## src/hdl/tte_pkg.sv

```systemverilog
// Package for the timer table: command codes, controller states and the
// command/status structs between controller and datapath. No dependencies.
package tte_pkg;

  localparam int unsigned TimeW = 48;
  localparam int unsigned PerW  = 32;
  localparam int unsigned MaxOut = 16;
  localparam logic [TimeW-1:0] TimeMax = '1;

  typedef enum logic [2:0] {
    CMD_ADD     = 3'd0,
    CMD_CANCEL  = 3'd1,
    CMD_REFRESH = 3'd2,
    CMD_QUERY   = 3'd3,
    CMD_EXPIRE  = 3'd4
  } cmd_t;

  typedef enum logic [2:0] {
    ST_IDLE,
    ST_SCAN,
    ST_APPLY,
    ST_EMIT,
    ST_DONE
  } state_t;

  // Controller to datapath.
  typedef struct packed {
    logic load;       // capture the item and clear the scan
    logic scan_step;  // examine one slot
    logic apply;      // perform the single-slot update and emit
    logic emit_pick;  // emit the current expiry pick and update its slot
    logic emit_none;  // emit the closing word of an expire with no due timer
  } dp_cmd_t;

  // Datapath to controller.
  typedef struct packed {
    logic scan_last;  // current scan slot is the last one
    logic is_expire;
    logic found;      // the finished expire scan found a due timer
  } dp_stat_t;

  function automatic logic [TimeW-1:0] sat_add(input logic [TimeW-1:0] a,
                                               input logic [PerW-1:0] b);
    logic [TimeW:0] s;
    s = {1'b0, a} + {{(TimeW-PerW+1){1'b0}}, b};
    return s[TimeW] ? TimeMax : s[TimeW-1:0];
  endfunction

endpackage

```

## src/hdl/tte_ctrl.sv

```systemverilog
// Controller for the timer table: sequences the per-slot scans and the
// result words. Depends on tte_pkg.
module tte_ctrl (
  input  logic              clk,
  input  logic              rst_n,
  input  logic              start,
  output logic              busy,
  output tte_pkg::dp_cmd_t  cmd_o,
  input  tte_pkg::dp_stat_t stat_i
);
  import tte_pkg::*;

  state_t state_r, state_nxt;
  logic [4:0] n_r, n_nxt;

  always_ff @(posedge clk) begin
    if (!rst_n) begin
      state_r <= ST_IDLE;
      n_r     <= '0;
    end else begin
      state_r <= state_nxt;
      n_r     <= n_nxt;
    end
  end

  always_comb begin
    state_nxt = state_r;
    n_nxt     = n_r;
    cmd_o     = '0;
    busy      = (state_r != ST_IDLE);
    unique case (state_r)
      ST_IDLE: begin
        if (start) begin
          cmd_o.load = 1'b1;
          n_nxt      = '0;
          state_nxt  = ST_SCAN;
        end
      end
      ST_SCAN: begin
        cmd_o.scan_step = 1'b1;
        if (stat_i.scan_last) begin
          state_nxt = stat_i.is_expire ? ST_EMIT : ST_APPLY;
        end
      end
      ST_APPLY: begin
        cmd_o.apply = 1'b1;
        state_nxt   = ST_IDLE;
      end
      ST_EMIT: begin
        if (stat_i.found) begin
          cmd_o.emit_pick = 1'b1;
          n_nxt = n_r + 5'd1;
          state_nxt = (n_r == 5'(MaxOut - 1)) ? ST_DONE : ST_SCAN;
        end else begin
          if (n_r == '0) begin
            cmd_o.emit_none = 1'b1;
          end
          state_nxt = ST_IDLE;
        end
      end
      ST_DONE: state_nxt = ST_IDLE;
      default: state_nxt = ST_IDLE;
    endcase
  end

endmodule

```

## src/hdl/tte_dp.sv

```systemverilog
// Datapath for the timer table: slot registers, the one-slot-a-cycle scan
// and the result register. Depends on tte_pkg.
module tte_dp #(
  parameter int unsigned SLOTS = 16
) (
  input  logic                      clk,
  input  logic                      rst_n,
  input  logic [2:0]                in_cmd,
  input  logic [3:0]                in_slot_id,
  input  logic [31:0]               in_period_ms,
  input  logic                      in_repeat_req,
  input  logic [47:0]               in_now_ms,
  input  tte_pkg::dp_cmd_t          cmd_i,
  output tte_pkg::dp_stat_t         stat_o,
  output logic                      out_valid,
  output logic [3:0]                out_slot,
  output logic                      out_ok,
  output logic [47:0]               out_wait_ms,
  output logic                      out_any_active,
  output logic                      out_first_changed,
  output logic                      out_last
);
  import tte_pkg::*;

  localparam int unsigned SW = (SLOTS > 1) ? $clog2(SLOTS) : 1;

  logic [TimeW-1:0] deadline_r [SLOTS];
  logic [PerW-1:0]  period_r   [SLOTS];
  logic [SLOTS-1:0] reloads_r, active_r, done_r;

  logic [2:0]       cmd_r;
  logic [3:0]       id_r;
  logic [PerW-1:0]  per_r;
  logic             rep_r;
  logic [TimeW-1:0] now_r;

  logic [SW-1:0]    idx_r;
  // Scan result: best slot, its key and whether any was found.
  logic             hit_r;
  logic [SW-1:0]    pick_r;
  logic [TimeW-1:0] best_r;
  // For add: lowest free slot.
  logic             free_hit_r;
  logic [SW-1:0]    free_r;

  logic             ov_r, ok_r, any_r, fc_r, last_r;
  logic [3:0]       os_r;
  logic [TimeW-1:0] ow_r;

  // Target slot and the deadline it gets on add or refresh.
  logic [SW-1:0]    tgt;
  logic             tgt_ok;
  logic [TimeW-1:0] new_dl;
  logic             cand, better, beats_new, tie_lo;

  always_comb begin
    tgt    = (cmd_r == CMD_ADD) ? free_r : SW'(id_r);
    tgt_ok = (cmd_r == CMD_ADD) ? free_hit_r
                                : (({28'd0, id_r} < SLOTS) && active_r[tgt]);
    new_dl = sat_add(now_r, (cmd_r == CMD_ADD) ? per_r : period_r[tgt]);
    // Expiry and query both look for the earliest active entry.
    cand   = active_r[idx_r] && !done_r[idx_r] &&
             ((cmd_r != CMD_EXPIRE) || (deadline_r[idx_r] <= now_r));
    better = cand && (!hit_r || deadline_r[idx_r] < best_r);
    // On add the new slot is the lowest free one, so an active slot sits below
    // it exactly when no free slot has been seen yet in this scan.
    tie_lo = (cmd_r == CMD_ADD) ? !free_hit_r : (idx_r < tgt);
    // For first_changed: another active slot orders before the target.
    beats_new = active_r[idx_r] && ((cmd_r == CMD_ADD) || (idx_r != tgt)) &&
                ((deadline_r[idx_r] < new_dl) ||
                 ((deadline_r[idx_r] == new_dl) && tie_lo));
  end

  assign stat_o.scan_last = (idx_r == SW'(SLOTS - 1));
  assign stat_o.is_expire = (cmd_r == CMD_EXPIRE);
  assign stat_o.found     = hit_r;

  always_ff @(posedge clk) begin
    if (!rst_n) begin
      active_r <= '0;
      reloads_r <= '0;
      ov_r <= 1'b0;
      for (int i = 0; i < SLOTS; i++) begin
        deadline_r[i] <= '0;
        period_r[i]   <= '0;
      end
    end else begin
      ov_r <= cmd_i.apply || cmd_i.emit_pick || cmd_i.emit_none;
      if (cmd_i.load) begin
        cmd_r <= in_cmd;
        id_r  <= in_slot_id;
        per_r <= in_period_ms;
        rep_r <= in_repeat_req;
        now_r <= in_now_ms;
        idx_r <= '0;
        hit_r <= 1'b0;
        free_hit_r <= 1'b0;
        done_r <= '0;
        fc_r  <= 1'b1;
      end
      if (cmd_i.scan_step) begin
        idx_r <= (idx_r == SW'(SLOTS - 1)) ? '0 : idx_r + 1'b1;
        if (better) begin
          hit_r  <= 1'b1;
          pick_r <= idx_r;
          best_r <= deadline_r[idx_r];
        end
        if (!active_r[idx_r] && !free_hit_r) begin
          free_hit_r <= 1'b1;
          free_r     <= idx_r;
        end
        if (beats_new) begin
          fc_r <= 1'b0;
        end
      end
      if (cmd_i.apply) begin
        os_r <= '0; ok_r <= 1'b0; ow_r <= '0;
        any_r <= 1'b0; last_r <= 1'b1;
        fc_r <= fc_r && tgt_ok && ((cmd_r == CMD_ADD) || (cmd_r == CMD_REFRESH));
        unique case (cmd_r)
          CMD_ADD, CMD_REFRESH: begin
            if (tgt_ok) begin
              ok_r <= 1'b1;
              deadline_r[tgt] <= new_dl;
              if (cmd_r == CMD_ADD) begin
                os_r <= 4'(tgt);
                active_r[tgt]  <= 1'b1;
                period_r[tgt]  <= per_r;
                reloads_r[tgt] <= rep_r;
              end
            end
          end
          CMD_CANCEL: begin
            if (tgt_ok) begin
              ok_r <= 1'b1;
              active_r[tgt] <= 1'b0;
            end
          end
          CMD_QUERY: begin
            any_r <= hit_r;
            ow_r  <= !hit_r ? TimeMax : (best_r > now_r ? best_r - now_r : '0);
          end
          default: ;
        endcase
      end
      if (cmd_i.emit_pick) begin
        os_r <= 4'(pick_r); ok_r <= 1'b1; ow_r <= '0;
        any_r <= 1'b0; fc_r <= 1'b0; last_r <= 1'b0;
        done_r[pick_r] <= 1'b1;
        hit_r <= 1'b0;
        if (reloads_r[pick_r]) begin
          deadline_r[pick_r] <= sat_add(deadline_r[pick_r], period_r[pick_r]);
        end else begin
          active_r[pick_r] <= 1'b0;
        end
      end
      if (cmd_i.emit_none) begin
        os_r <= '0; ok_r <= 1'b0; ow_r <= '0;
        any_r <= 1'b0; fc_r <= 1'b0; last_r <= 1'b1;
      end
    end
  end

  // The last pick is known only when the next scan finds nothing or the cap is
  // reached, so each expire pick is held until it is known; the last sets last.
  logic       hv_r;
  logic [3:0] hs_r;

  always_ff @(posedge clk) begin
    if (!rst_n) begin
      hv_r <= 1'b0;
    end else if (cmd_i.load) begin
      hv_r <= 1'b0;
    end else if (cmd_i.emit_pick) begin
      hv_r <= 1'b1;
      hs_r <= 4'(pick_r);
    end else if (hv_r && !cmd_i.scan_step) begin
      hv_r <= 1'b0;
    end
  end

  always_comb begin
    out_valid = 1'b0; out_slot = '0; out_ok = 1'b0; out_wait_ms = '0;
    out_any_active = 1'b0; out_first_changed = 1'b0; out_last = 1'b0;
    if (cmd_r == CMD_EXPIRE && hv_r && !cmd_i.scan_step) begin
      // Previous pick; last when no further pick follows.
      out_valid = 1'b1;
      out_slot  = hs_r;
      out_ok    = 1'b1;
      out_last  = !cmd_i.emit_pick;
    end else if (ov_r && !(cmd_r == CMD_EXPIRE && !last_r)) begin
      out_valid = 1'b1;
      out_slot = os_r; out_ok = ok_r; out_wait_ms = ow_r;
      out_any_active = any_r; out_first_changed = fc_r; out_last = last_r;
    end
  end

endmodule

```

## src/hdl/timer_table_expiry.sv

```systemverilog
// Timer table top level. Add, cancel, refresh, query and unknown commands scan
// all slots once and give one result word; busy is low when it appears.
// Expire scans all slots once per word and stops when a scan finds no due
// timer or at the cap of 16 words; busy stays high through the last word
// unless no timer was due. The receiver cannot stall. Synchronous active-low
// reset clears all timers. Uses tte_ctrl, tte_dp.
module timer_table_expiry #(
  parameter int unsigned SLOTS = 16
) (
  input  logic        clk,
  input  logic        rst_n,
  input  logic        start,
  output logic        busy,
  input  logic [2:0]  in_cmd,
  input  logic [3:0]  in_slot_id,
  input  logic [31:0] in_period_ms,
  input  logic        in_repeat_req,
  input  logic [47:0] in_now_ms,
  output logic        out_valid,
  output logic [3:0]  out_slot,
  output logic        out_ok,
  output logic [47:0] out_wait_ms,
  output logic        out_any_active,
  output logic        out_first_changed,
  output logic        out_last
);
  import tte_pkg::*;

  dp_cmd_t  dcmd;
  dp_stat_t dstat;
  logic     ctrl_busy;

  tte_ctrl u_ctrl (
    .clk(clk), .rst_n(rst_n), .start(start), .busy(ctrl_busy),
    .cmd_o(dcmd), .stat_i(dstat)
  );

  tte_dp #(.SLOTS(SLOTS)) u_dp (
    .clk(clk), .rst_n(rst_n),
    .in_cmd(in_cmd), .in_slot_id(in_slot_id), .in_period_ms(in_period_ms),
    .in_repeat_req(in_repeat_req), .in_now_ms(in_now_ms),
    .cmd_i(dcmd), .stat_o(dstat),
    .out_valid(out_valid), .out_slot(out_slot), .out_ok(out_ok),
    .out_wait_ms(out_wait_ms), .out_any_active(out_any_active),
    .out_first_changed(out_first_changed), .out_last(out_last)
  );

  // The final word of an item may appear while the controller is idle.
  assign busy = ctrl_busy || (out_valid && !out_last);

endmodule

```

## config.mk

```make
export PLATFORM = sky130hd
export DESIGN_NAME = timer_table_expiry
export DESIGN_NICKNAME = d
export VERILOG_FILES = /design/src/hdl/tte_pkg.sv /design/src/hdl/tte_ctrl.sv /design/src/hdl/tte_dp.sv /design/src/hdl/timer_table_expiry.sv
export SDC_FILE = /design/constraint.sdc
export NUM_CORES = 2
export LEC_CHECK = 0
export BUFFER_PORTS_ARGS = -buffer_cell sky130_fd_sc_hd__buf_2
export CORE_MARGIN = 2
export CORE_UTILIZATION = 55
export CTS_CLUSTER_DIAMETER = 100
export DETAILED_ROUTE_END_ITERATION = 10
export PLACE_DENSITY = 0.76
export SYNTH_ARGS = -nofsm -noshare
export SYNTH_HDL_FRONTEND = slang
export SYNTH_SLANG_ARGS = --single-unit
```

## constraint.sdc

```tcl
create_clock -name clk -period 14.7 [get_ports clk]
set_clock_uncertainty 0.1 [all_clocks]
set_input_delay 0 -clock clk [delete_from_list [all_inputs] [get_ports clk]]
set_output_delay 0 -clock clk [all_outputs]
set_load 0.005 [all_outputs]
```

Yosys cells after proc, flatten, opt, wreduce, memory -nomap -nowiden:

Memory sizes are Yosys's and may differ from the RTL's. A register that Yosys moved wholly into a read port is not among the register bits.
Cells that the tools add are included.

* flip-flop bits (word level): 268
* bits in latches: 0
* bits in writable memories: 1280
* bits in read-only memories: 0
* bits of input ports: 91
* output and inout bits: 58
* memories: 2

Memory list
* u_dp.deadline_r: words 16, bits a word 48, rd ports 2, clocked after memory_dff 2, write ports 16, RTL line tte_dp.sv:27 `logic [TimeW-1:0] deadline_r [SLOTS];`
* u_dp.period_r: words 16, bits a word 32, rd ports 2, clocked after memory_dff 1, write ports 16, RTL line tte_dp.sv:28 `logic [PerW-1:0] period_r [SLOTS];`

* add/sub/neg operators: 5
* multipliers: 0
* divide/modulo/power cells: 0
* magnitude comparators: 10
* equal/unequal tests: 15
* shift operators: 0
* mux-type cells: 120
* bitwise operators: 8
* reduce and logical (&&, ||, !) cells: 58

Operator list (number)
* $mux 48: 10
* $mux 16: 10
* $add 48x32->49: 2
* $lt 48x48->1: 2
* $reduce_or 48->1: 2
* $mux 4: 17
* $mux 1: 64
* $mux 32: 2
* $eq 48x48->1: 1
* $gt 48x48->1: 1
* $le 48x48->1: 1
* $sub 48x48->48: 1
* $and 16x16->16: 2
* $not 16->16: 2
* $or 16x16->16: 2
* $pmux 16 s2: 1
* $reduce_or 32->1: 1
* $logic_and 1x1->1: 17
* $bmux 1 s4: 4
* $bwmux 16: 1
* $lt 4x5->1 const B: 3
* $eq 3x2->1 const B: 4
* $mux 3: 4
* $reduce_and 3->1: 4
* 28 further kinds: 58

Depth between registers and ports, before layout:

* depth after elaboration: 15
* depth in mapped cells: 33
* depth with buffers taken out: 29

Modules after synthesis:

A second synthesis with hierarchy kept.

* cell total of the unflattened synthesis: 6602
* area total of the unflattened synthesis: 89847.4 um^2

By module, submodules not included
* tte_dp: times used 1, cells an instance 6544, area each 89343.2 um^2, seq. area each 46064.2 um^2
* tte_ctrl: times used 1, cells an instance 56, area each 493.0 um^2, seq. area each 160.2 um^2
* timer_table_expiry: times used 1, cells an instance 2, area each 11.3 um^2, seq. area each 0.0 um^2

Least setup slack after synthesis:

Ideal clock, no wire load.

* path kind: register -> register
* start point: register (tool-made name)
* end point: register (tool-made name)
* library setup time: 0.121 ns
* arrival: 7.996 ns
* data required time: 14.479 ns
* setup slack: 6.483 ns
* cell stages (with the launch flop): 16
* period minus slack after synthesis: 8.217 ns
* cells stage by stage: dfxtp_1 clkbuf_1 clkbuf_1 buf_1 mux4_2 mux4_2 ha_1 a211oi_1 nand2_1 or3_1 a311oi_1 o31ai_1 a41o_1 a21o_1 nor4b_2 mux2_2

Worst setup path in the final report:

* start point: register u_dp.cmd_r[2]
* end point: register u_dp.fc_r (data pin)

* longest elaborated chain between the ends: 13

RTL lines
* from (decl): RTL line tte_dp.sv:31 `logic [2:0] cmd_r;`
* from (signal assigned): RTL line tte_dp.sv:90 `cmd_r <= in_cmd;`
* branches (longest 12 deep; another with $add 48x32->49)
* $mux 1 (*): RTL line tte_dp.sv:116 `if (cmd_i.apply) begin`
* to (signal assigned): RTL line tte_dp.sv:119 `fc_r <= fc_r && tgt_ok && ((cmd_r == CMD_ADD) || (cmd_r == CMD_REFRESH));`
* to (decl): RTL line tte_dp.sv:46 `logic ov_r, ok_r, any_r, fc_r, last_r;`

Mark *: on every way between the ends. The select of a mux whose other input is x is not followed.
A chain may end at the register's enable or synchronous reset.

==> flow_summary.json <==
{
  "drc": 0,
  "area_growth_pct": 11.2,
  "final-seq-area_um2": 46300,
  "synth_area_leaders": "edfxtp_1, mux4_2, nor2_1",
  "max_stage_delay_ns": 0.95,
  "final_cell_mix": "edfxtp_1, nor2_1, mux4_2, and2_1, nand2_1",
  "postSynthAreaPerCell_um2": 13.2,
  "leakage_nw": 35.9,
  "syn_area_um2": 88200,
  "drv_slew": 0,
  "h-tree-depth": 4,
  "period_share_pct": 69.9,
  "drt-pass1-iter-count": 10,
  "synth_largest_area_cell": "edfxtp_1",
  "die_y_um": 404,
  "clockRootBuffer": "clkbuf_16",
  "gr-usage-all-layers_pct": 35.6,
  "synth_cell_types": 90,
  "synth_top_cell_area_share_pct": 51.3,
  "seq_area_frac_synth_pct": 52.4,
  "drt_iter0_markers": 9965,
  "drive_gt1_share_pct": 20.8,
  "hold_path.class": "input pin to flip-flop",
  "wire_per_inst_um": 32.6,
  "ant_nets": 0,
  "synthSimpleGateAreaFrac_pct": 13.3,
  "cts_tree": "done",
  "hold_violations": 0,
  "numCtsBuffers": 165,
  "synth_edf_count": 1506,
  "multi_input_area_um2": 39600,
  "dpl_cell_area_um2": 90900,
  "die_area_um2": 164000,
  "crit_type": "flip-flop to flip-flop",
  "synthMuxAreaShare_pct": 20.2,
  "grt_pass1_wl_mm": 421,
  "synthesis.instances": 6661,
  "final_common_cell": "edfxtp_1",
  "cts_setup_buffers": 0,
  "core_area_um2": 159000,
  "yosys_register_bits": 1556,
  "slowest_stage": "o21ai_1",
  "p_per_area_nw_per_um2": 112,
  "critPathCaptureType": "flip-flop",
  "die_x_um": 404,
  "synth-compound-area-share_pct": 5.83,
  "port_buffers": 148,
  "clock_sinks": 1556,
  "period_minus_slack_ns": 10.28,
  "rsz0062_at_grt": "false",
  "clkLatencyLatePin_ns": 0.83,
  "ir_worst_vdd_mv": 0.128,
  "ios": 149,
  "fin_nets": 7125,
  "place_congestion": 0.972,
  "cp.arrival_ns": 10.72,
  "cp_data_required_time_ns": 15.14,
  "synthAdderAreaFrac_pct": 3.80,
  "dpl.hpwl_mm": 180,
  "cts.path.max_buffers": 3,
  "grt_max_degree": 128,
  "clk_pin_slew_ns": 0.06,
  "path_max_fanout": 52,
  "drv_cap": 0,
  "num_vias": 63388,
  "synth_xor_area_share_pct": 1.19,
  "worst_slack_ns": 4.42,
  "synthArstFlopShare_pct": 0,
  "via_per_inst": 7.06,
  "initial_core_util_pct": 55.5,
  "globalRouteOverflowTotal": 0,
  "utilization_pct": 61.7,
  "startpoint_type": "flip-flop",
  "pre_cts_ws_ns": 4.73,
  "num_rows": 146,
  "ys_warn_count": 0,
  "setup_tns_ns": 0,
  "setup_viol_count_final": 0,
  "synth_ff_type": "edfxtp_1",
  "synth_top_family_by_area": "multiplexers",
  "outcome": "complete, no violations",
  "routed_wl_mm": 293,
  "tightest_slew_ns": 1.35,
  "whs_ns": 0.125,
  "antenna_found_initial": 15,
  "fmax_ghz": 0.0973,
  "fin_area_um2": 98000,
  "fillers": 11611,
  "syn_nets": 7018,
  "grt_pass1_vias": 63295,
  "relSlewSlack_pct": 9.71
}
[final cells by class]
class / count / area share, %
clock buffers: 200 / 4.37
clock inverters: 97 / 1.02
flip-flops and latches: 1556 / 47.2
diodes: 7 / 0.0179
multi-input cells: 4417 / 40.4
inverters: 163 / 0.637
well taps: 2072 / 2.65
repair buffers: 465 / 3.69
[critical path, delay by kind of cell, from the launching register on]
kind            cells  cell delay [ns]
compound gates      9             3.83
simple gates       11             2.47
buf+inv             2             1.29
fa+ha+maj           2             0.77
mux                 1             0.59
flops               1             0.55
xor+xnor            1             0.36
[cell usage after synthesis (all sizes together), types with 10 or more instances]
master	number
nand4	56
a211oi	42
ha	263
a22oi	12
mux4	764
o21bai	15
o221ai	17
o21ai	141
o22ai	43
mux2	16
nand2b	26
inv	158
a21oi	202
o211ai	16
o31ai	24
xnor2	76
a2111oi	11
xor2	44
nor2	887
a31oi	22
dfxtp	50
nand3	182
or2	10
o31a	11
clkbuf	353
nor3	176
and3	78
o21a	23
a21o	84
nand2	412
edfxtp	1506
buf	172
or3	11
nor4	21
nor2b	33
a221oi	19
mux2i	45
and2	529
[per-layer routing]
layer	GRT usage [%]	share of wire [%]
met3	12.4	15
met1	44.9	34
met5	0.714	0.12
met2	54.8	45
met4	18.2	6.0
[power breakdown]
| part | total (mW) | internal, mW | switching, mW | leakage, nW |
|---|---|---|---|---|
| Sequential | 5.13 | 5.00 | 0.126 | 15.7 |
| Combinational | 1.68 | 0.627 | 1.05 | 17.6 |
| Clock | 4.16 | 2.33 | 1.83 | 2.54 |
| Total | 11.0 | 7.97 | 3.01 | 35.9 |
[worst paths after layout]
check | startpoint | to | slack, ns | cells past startpoint
max | u_dp.cmd_r[2] | u_dp.fc_r | 4.42 | 26
max reg2reg | u_dp.cmd_r[2] | u_dp.fc_r | 4.42 | 26
min | start | u_ctrl.state_r[0] | 0.13 | 5
min reg2reg | u_dp.reloads_r[4] | u_dp.reloads_r[4] | 0.38 | 2
[what timing repair did]
item                      CTS  global route
hold buffers              178             0
hold endpoints to repair  129             0
gates resized for setup     0             0
[metrics by stage]
| stage | cells | total power, mW |
|---|---|---|
| 4_1_cts | 8970 | 10.9 |
| 5_1_grt | 8971 | 11.2 |
| 3_3_place_gp | 8495 | 6.75 |
| 6_report | 8977 | 11.0 |
| 3_5_place_dp | 8495 | 6.80 |
| 2_1_floorplan | 6661 | 6.25 |
[registers in the layout, summed over array words and instances (netlist names), 4 cells and up, named ones only]
signal / flops
u_dp.best_r: 48
u_dp.os_r: 4
u_dp.reloads_r: 16
u_dp.now_r: 48
u_dp.per_r: 32
u_dp.done_r: 16
u_dp.ow_r: 48
u_ctrl.n_r: 5
u_dp.idx_r: 4
u_dp.free_r: 4
u_dp.pick_r: 4
u_dp.id_r: 4
u_dp.period_r: 512
u_dp.active_r: 16
u_dp.deadline_r: 768
u_dp.hs_r: 4
[kinds of logic after synthesis]
family	Yosys count
AND/OR/NAND/NOR	2454
flip-flops	1556
multiplexers	825
AO/OA/AOI/OAI	752
buffers and inverters	688
adder cells (fa/ha/maj)	266
XOR/XNOR	120
(Power assumes the default switching activity.)
